**config.mk**
```make
export PLATFORM = sky130hd
export DESIGN_NAME = wris_front
export DESIGN_NICKNAME = d
export VERILOG_FILES = /design/src/rtl/weighted_random_index_sampler_defines.svh /design/src/rtl/wris_pkg.sv /design/src/rtl/wris_front.sv
export SDC_FILE = /design/constraint.sdc
export NUM_CORES = 1
export LEC_CHECK = 0
export ABC_AREA = 1
export BUFFER_PORTS_ARGS = -buffer_cell sky130_fd_sc_hd__clkbuf_2
export CAP_MARGIN = 20
export CELL_PAD_IN_SITES_DETAIL_PLACEMENT = 1
export CELL_PAD_IN_SITES_GLOBAL_PLACEMENT = 1
export CORE_UTILIZATION = 29
export DETAILED_ROUTE_END_ITERATION = 16
export PLACE_DENSITY = 0.64
export SYNTH_ARGS = -nofsm -noshare
export SYNTH_HDL_FRONTEND = slang
export SYNTH_SLANG_ARGS = --single-unit
```
**constraint.sdc**
```tcl
create_clock -name clk -period 5.4 [get_ports clk]
set_clock_uncertainty 0.2 [all_clocks]
set_input_delay 0.54 -clock clk [delete_from_list [all_inputs] [get_ports clk]]
set_output_delay 0.54 -clock clk [all_outputs]
set_load 0.02 [all_outputs]
```
**src/rtl/weighted_random_index_sampler_defines.svh**
```systemverilog
// ----------------------------------------------------------------------------
// Weighted random index sampler: assertion macros
// Wrappers for concurrent checks; they expand to nothing when SYNTHESIS is set.
// ----------------------------------------------------------------------------
`ifndef WEIGHTED_RANDOM_INDEX_SAMPLER_DEFINES_SVH
`define WEIGHTED_RANDOM_INDEX_SAMPLER_DEFINES_SVH

`ifndef SYNTHESIS
// same-cycle implication
`define WRIS_ASSERT_IMP(label, clk, rst, ante, cons) \
  label: assert property (@(posedge clk) disable iff (rst) (ante) |-> (cons)) \
    else $error("weighted_random_index_sampler: check failed");
// next-cycle implication
`define WRIS_ASSERT_NXT(label, clk, rst, ante, cons) \
  label: assert property (@(posedge clk) disable iff (rst) (ante) |=> (cons)) \
    else $error("weighted_random_index_sampler: check failed");
`else
`define WRIS_ASSERT_IMP(label, clk, rst, ante, cons)
`define WRIS_ASSERT_NXT(label, clk, rst, ante, cons)
`endif

`endif

```
**src/rtl/wris_pkg.sv**
```systemverilog
// ----------------------------------------------------------------------------
// Weighted random index sampler: package
// Shared codes, state encoding and generator constants.
// ----------------------------------------------------------------------------
package wris_pkg;

  // fixed field widths of the ports
  localparam int INDEX_W     = 6;
  localparam int WEIGHT_IN_W = 16;
  localparam int COUNT_W     = 7;
  localparam int SEED_W      = 64;
  localparam int PICK_W      = 6;
  localparam int CFG_INDEX_W = 1;

  // configuration register indexes
  localparam logic [CFG_INDEX_W-1:0] REG_SEED        = 1'b0;
  localparam logic [CFG_INDEX_W-1:0] REG_ENTRY_COUNT = 1'b1;

  localparam logic [SEED_W-1:0]  SEED_RESET  = 64'd42;
  localparam logic [COUNT_W-1:0] COUNT_RESET = 7'd64;

  // splitmix64 constants
  localparam logic [63:0] GOLDEN_STEP = 64'h9E37_79B9_7F4A_7C15;
  localparam logic [63:0] MIX_MUL_A   = 64'hBF58_476D_1CE4_E5B9;
  localparam logic [63:0] MIX_MUL_B   = 64'h94D0_49BB_1331_11EB;

  // fraction has 53 bits
  localparam int FRAC_W = 53;

  // command queue depth (power of two)
  localparam int QUEUE_DEPTH = 2;

  typedef enum logic [0:0] {
    OP_LOAD = 1'b0,
    OP_DRAW = 1'b1
  } op_t;

  typedef enum logic [2:0] {
    ST_IDLE,
    ST_MIX1,
    ST_FOLD1,
    ST_MIX2,
    ST_FOLD2,
    ST_SCALE,
    ST_TARGET,
    ST_SEARCH
  } state_t;

endpackage

```
**src/rtl/wris_front.sv**
```systemverilog
// ----------------------------------------------------------------------------
// Weighted random index sampler: front end
// Takes commands, drops out-of-range loads, queues the rest for the back end.
// ----------------------------------------------------------------------------
module wris_front #(
  parameter int MAX_ENTRIES = 64,
  parameter int WEIGHT_BITS = 16
) (
  input  logic                                clk,
  input  logic                                rst,
  input  logic                                start,
  input  logic                                mode,
  input  logic [wris_pkg::INDEX_W-1:0]        entry_index,
  input  logic [wris_pkg::WEIGHT_IN_W-1:0]    entry_weight,
  output logic                                busy,
  output logic                                q_valid,
  output wris_pkg::op_t                       q_op,
  output logic [$clog2(MAX_ENTRIES)-1:0]      q_index,
  output logic [WEIGHT_BITS-1:0]              q_weight,
  input  logic                                q_pop
);

  localparam int IDX_W   = $clog2(MAX_ENTRIES);
  localparam int QD      = wris_pkg::QUEUE_DEPTH;
  localparam int PTR_W   = $clog2(QD);
  localparam int QCNT_W  = $clog2(QD + 1);
  localparam int IEXT_W  = IDX_W + wris_pkg::INDEX_W;
  localparam int WEXT_W  = WEIGHT_BITS + wris_pkg::WEIGHT_IN_W;

  wris_pkg::op_t        op_mem  [QD];
  logic [IDX_W-1:0]     idx_mem [QD];
  logic [WEIGHT_BITS-1:0] w_mem [QD];

  logic [PTR_W-1:0]  wr_ptr;
  logic [PTR_W-1:0]  rd_ptr;
  logic [QCNT_W-1:0] count;

  logic              accept;
  logic              push;
  logic              in_range;
  wris_pkg::op_t     in_op;
  logic [IEXT_W-1:0] idx_ext;
  logic [WEXT_W-1:0] w_ext;

  assign busy    = (count == QCNT_W'(QD));
  assign q_valid = (count != '0);
  assign accept  = start && !busy;

  // classify: draws always go through, loads only inside the table
  assign in_op    = wris_pkg::op_t'(mode);
  assign idx_ext  = {{IDX_W{1'b0}}, entry_index};
  assign w_ext    = {{WEIGHT_BITS{1'b0}}, entry_weight};
  assign in_range = (idx_ext < IEXT_W'(MAX_ENTRIES));
  assign push     = accept && ((in_op == wris_pkg::OP_DRAW) || in_range);

  assign q_op     = op_mem[rd_ptr];
  assign q_index  = idx_mem[rd_ptr];
  assign q_weight = w_mem[rd_ptr];

  always_ff @(posedge clk) begin
    if (push) begin
      op_mem[wr_ptr]  <= in_op;
      idx_mem[wr_ptr] <= idx_ext[IDX_W-1:0];
      w_mem[wr_ptr]   <= w_ext[WEIGHT_BITS-1:0];
    end
  end

  always_ff @(posedge clk) begin
    if (rst) begin
      wr_ptr <= '0;
      rd_ptr <= '0;
      count  <= '0;
    end else begin
      if (push) begin
        wr_ptr <= wr_ptr + PTR_W'(1);
      end
      if (q_pop) begin
        rd_ptr <= rd_ptr + PTR_W'(1);
      end
      if (push && !q_pop) begin
        count <= count + QCNT_W'(1);
      end else if (q_pop && !push) begin
        count <= count - QCNT_W'(1);
      end
    end
  end

endmodule

```
==> summary.txt <==
Core ar. - 6350 um^2
Mapped Cells - 106
Crit path kind - reg -> out
Final hold violations - 0
Gr usage total - 11.22%
Cell Area, Synth - 1902 um^2
Antenna Cells - 0
GP Congestion - 0.6707
CP max stage cell - dfxtp_1
Crit path DAT - 1.48 ns
Root Buffer - clkbuf_8
Setup TNS - 0 ns
Pre-antenna DRT Iters - 3
WP buf/inv - 2
Tmin final - 2.215 ns
Worst hold path type - in -> reg
Resized Gates After CTS - 0
First-pass GRT wire length - 5.899 mm
Register area share after synthesis - 77.89%
Synth Area per Inst - 17.94 um^2
IO buf count - 51
Chip Width - 82.98 um
Max Cap Viol - 0
Drt via density - 4.350
Drt wl/cell - 14.13 um
DP Worst Slack - 3.010 ns
Vias in the first global route - 1213
Setup slack after layout - 3.185 ns
Layout cells sized above 1 - 53.01%
Clk_lat worst skew - 0.30 ns
Core Util, Final - 38.15%
Fin crit share - 41.02%
Die Y - 82.98 um
Top Layer Used - met4
Crit. End Element - output port
Metal-1 WL - 1.304 mm
Slew HR - 48.98%
Wirelength, routed - 3.434 mm
Leak - 0.9476 nW
Final net count - 193
Gr ovfl total - 0
Met3 WL post-DR - 139 um
Worst-margin pin slew - 0.7645 ns
Fmax - 0.4515 GHz
Crit path cell chain - buf_16 > mux2_2 > clkbuf_2
Initial antenna violation count - 0
Initial Util - 29.95%
Post-CTS Hold Buffers - 0
Post-route DRC - 0
H-Tree Depth - 2
VDD IR-drop max - 0.0001142 V
Reg clk slew, reported paths - 0.09 ns
Unrepaired setup endpoints after global routing - false
Core Rows - 29
Met2 WL - 1.910 mm
Routed vias - 1057
Worst-path fanout max - 21
Synth warn - 0
Delay-heaviest family, CP - flip-flops
Crit path largest cell delay - 0.46 ns
Die footprint - 6886 um^2
Final Max Tran Viols - 0
Data required time at the worst endpoint - 4.66 ns
Status - complete, no violations
Largest net degree at the start of global routing - 24
# setup viols final - 0
Mapped Nets - 134
Sink Count - 51
Clock Path Buffers - 2
CTS tree - done
P&R area growth vs syn - 27.37%
Post-CTS Setup Bufs - 0
Seq cells post-synth - 51
Hpwl dp - 2.574 mm
Type of origin of the critical path - flop
Library cells used by synthesis - 14
CTS buffer count - 5
PwrDens - 370.1 nW/um^2
Post-route ant nets - 0
I/O Pins - 52
Initial DRC Count - 13
-- final timing paths --
kind	from	to	slack (ns)	depth (start not counted)
setup / recovery	flop	q_index[4]	3.18	3
hold / removal	entry_index[3]	idx_mem[0][3]	0.23	1
setup reg to reg	count[1]	idx_mem[0][4]	3.52	4
hold reg to reg	rd_ptr	rd_ptr	0.33	2
-- kinds of logic after synthesis --
kind of cell | synth area share (%)
xor gates and xnor gates | 0.4606
adders and majority gates | 0.6578
DFF | 77.89
AOI/OAI and AO/OA | 1.250
and+or+nand+nor | 3.158
muxes | 13.62
buffers and inverters | 2.960
-- power by group --
part | internal [mW] | switching [mW] | leakage, nW
registers | 0.468 | 0.0109 | 0.470
clock network | 0.140 | 0.125 | 0.0587
logic | 0.0620 | 0.0901 | 0.418
-- through the flow --
stage	std cells	hold WS, ns	instance area [um^2]	total power, mW
3_3_place_gp	232	0.3000	2236	0.6248
2_1_floorplan	106	0.2753	1902	0.5805
5_1_grt	243	0.2094	2422	0.9359
4_1_cts	242	0.2159	2395	0.9049
3_5_place_dp	234	0.3172	2278	0.6396
6_report	243	0.2252	2422	0.8965
-- cell usage after synthesis, drive strengths merged --
library cell | n | area (um^2)
a21oi | 1 | 5.000
nand3 | 1 | 5.000
o21ai | 3 | 18.77
xnor2 | 1 | 8.760
edfxtp | 46 | 1381
dfxtp | 5 | 100.1
mux2 | 23 | 259.0
nand4 | 1 | 6.260
nor2 | 8 | 30.03
buf | 2 | 22.52
inv | 9 | 33.78
nand2 | 5 | 18.77
ha | 1 | 12.51
-- cell type report --
class                   instances  area [um^2]
clock buffers                   5        68.82
clock inverters                 3        47.55
fillers                       656         3928
inverters                       9        33.78
multi-input cells              44        369.1
flip-flops and latches         51         1481
well taps                      77        96.34
repair buffers                 54        325.3
-- per-layer routing --
layer / up-vias / GRT usage (%)
met5: - / 0
met4: 0 / 5.329
met3: 7 / 3.579
met2: 28 / 20.34
met1: 517 / 11.67
li1: 505 / -
-- worst reg2reg max path, cell delays in order, from the launching register on --
cell and delay (ns):
dfxtp_1 0.33, inv_1 0.13, o21ai_2 0.10, nor2_2 0.60, buf_8 0.23
-- cells in the final DEF (no fill, tap or decap) --
cell type / n
a21oi_1: 1
buf_16: 2
buf_8: 1
bufinv_16: 1
clkbuf_2: 51
clkbuf_8: 5
clkinv_4: 1
dfxtp_1: 5
edfxtp_1: 46
ha_1: 1
inv_1: 9
inv_6: 1
mux2_2: 23
nand2_1: 5
nand3_1: 1
nand4_1: 1
nor2_1: 6
nor2_2: 2
o21ai_0: 2
o21ai_2: 1
xnor2_1: 1
-- flip-flops by register name, indices dropped and copies added, names as in the netlist, named ones only --
| register | count |
|---|---|
| count | 2 |
| idx_mem | 12 |
| op_mem | 2 |
| rd_ptr | 1 |
| w_mem | 32 |
| wr_ptr | 1 |
Note: power is estimated with default switching activity, not from simulation.
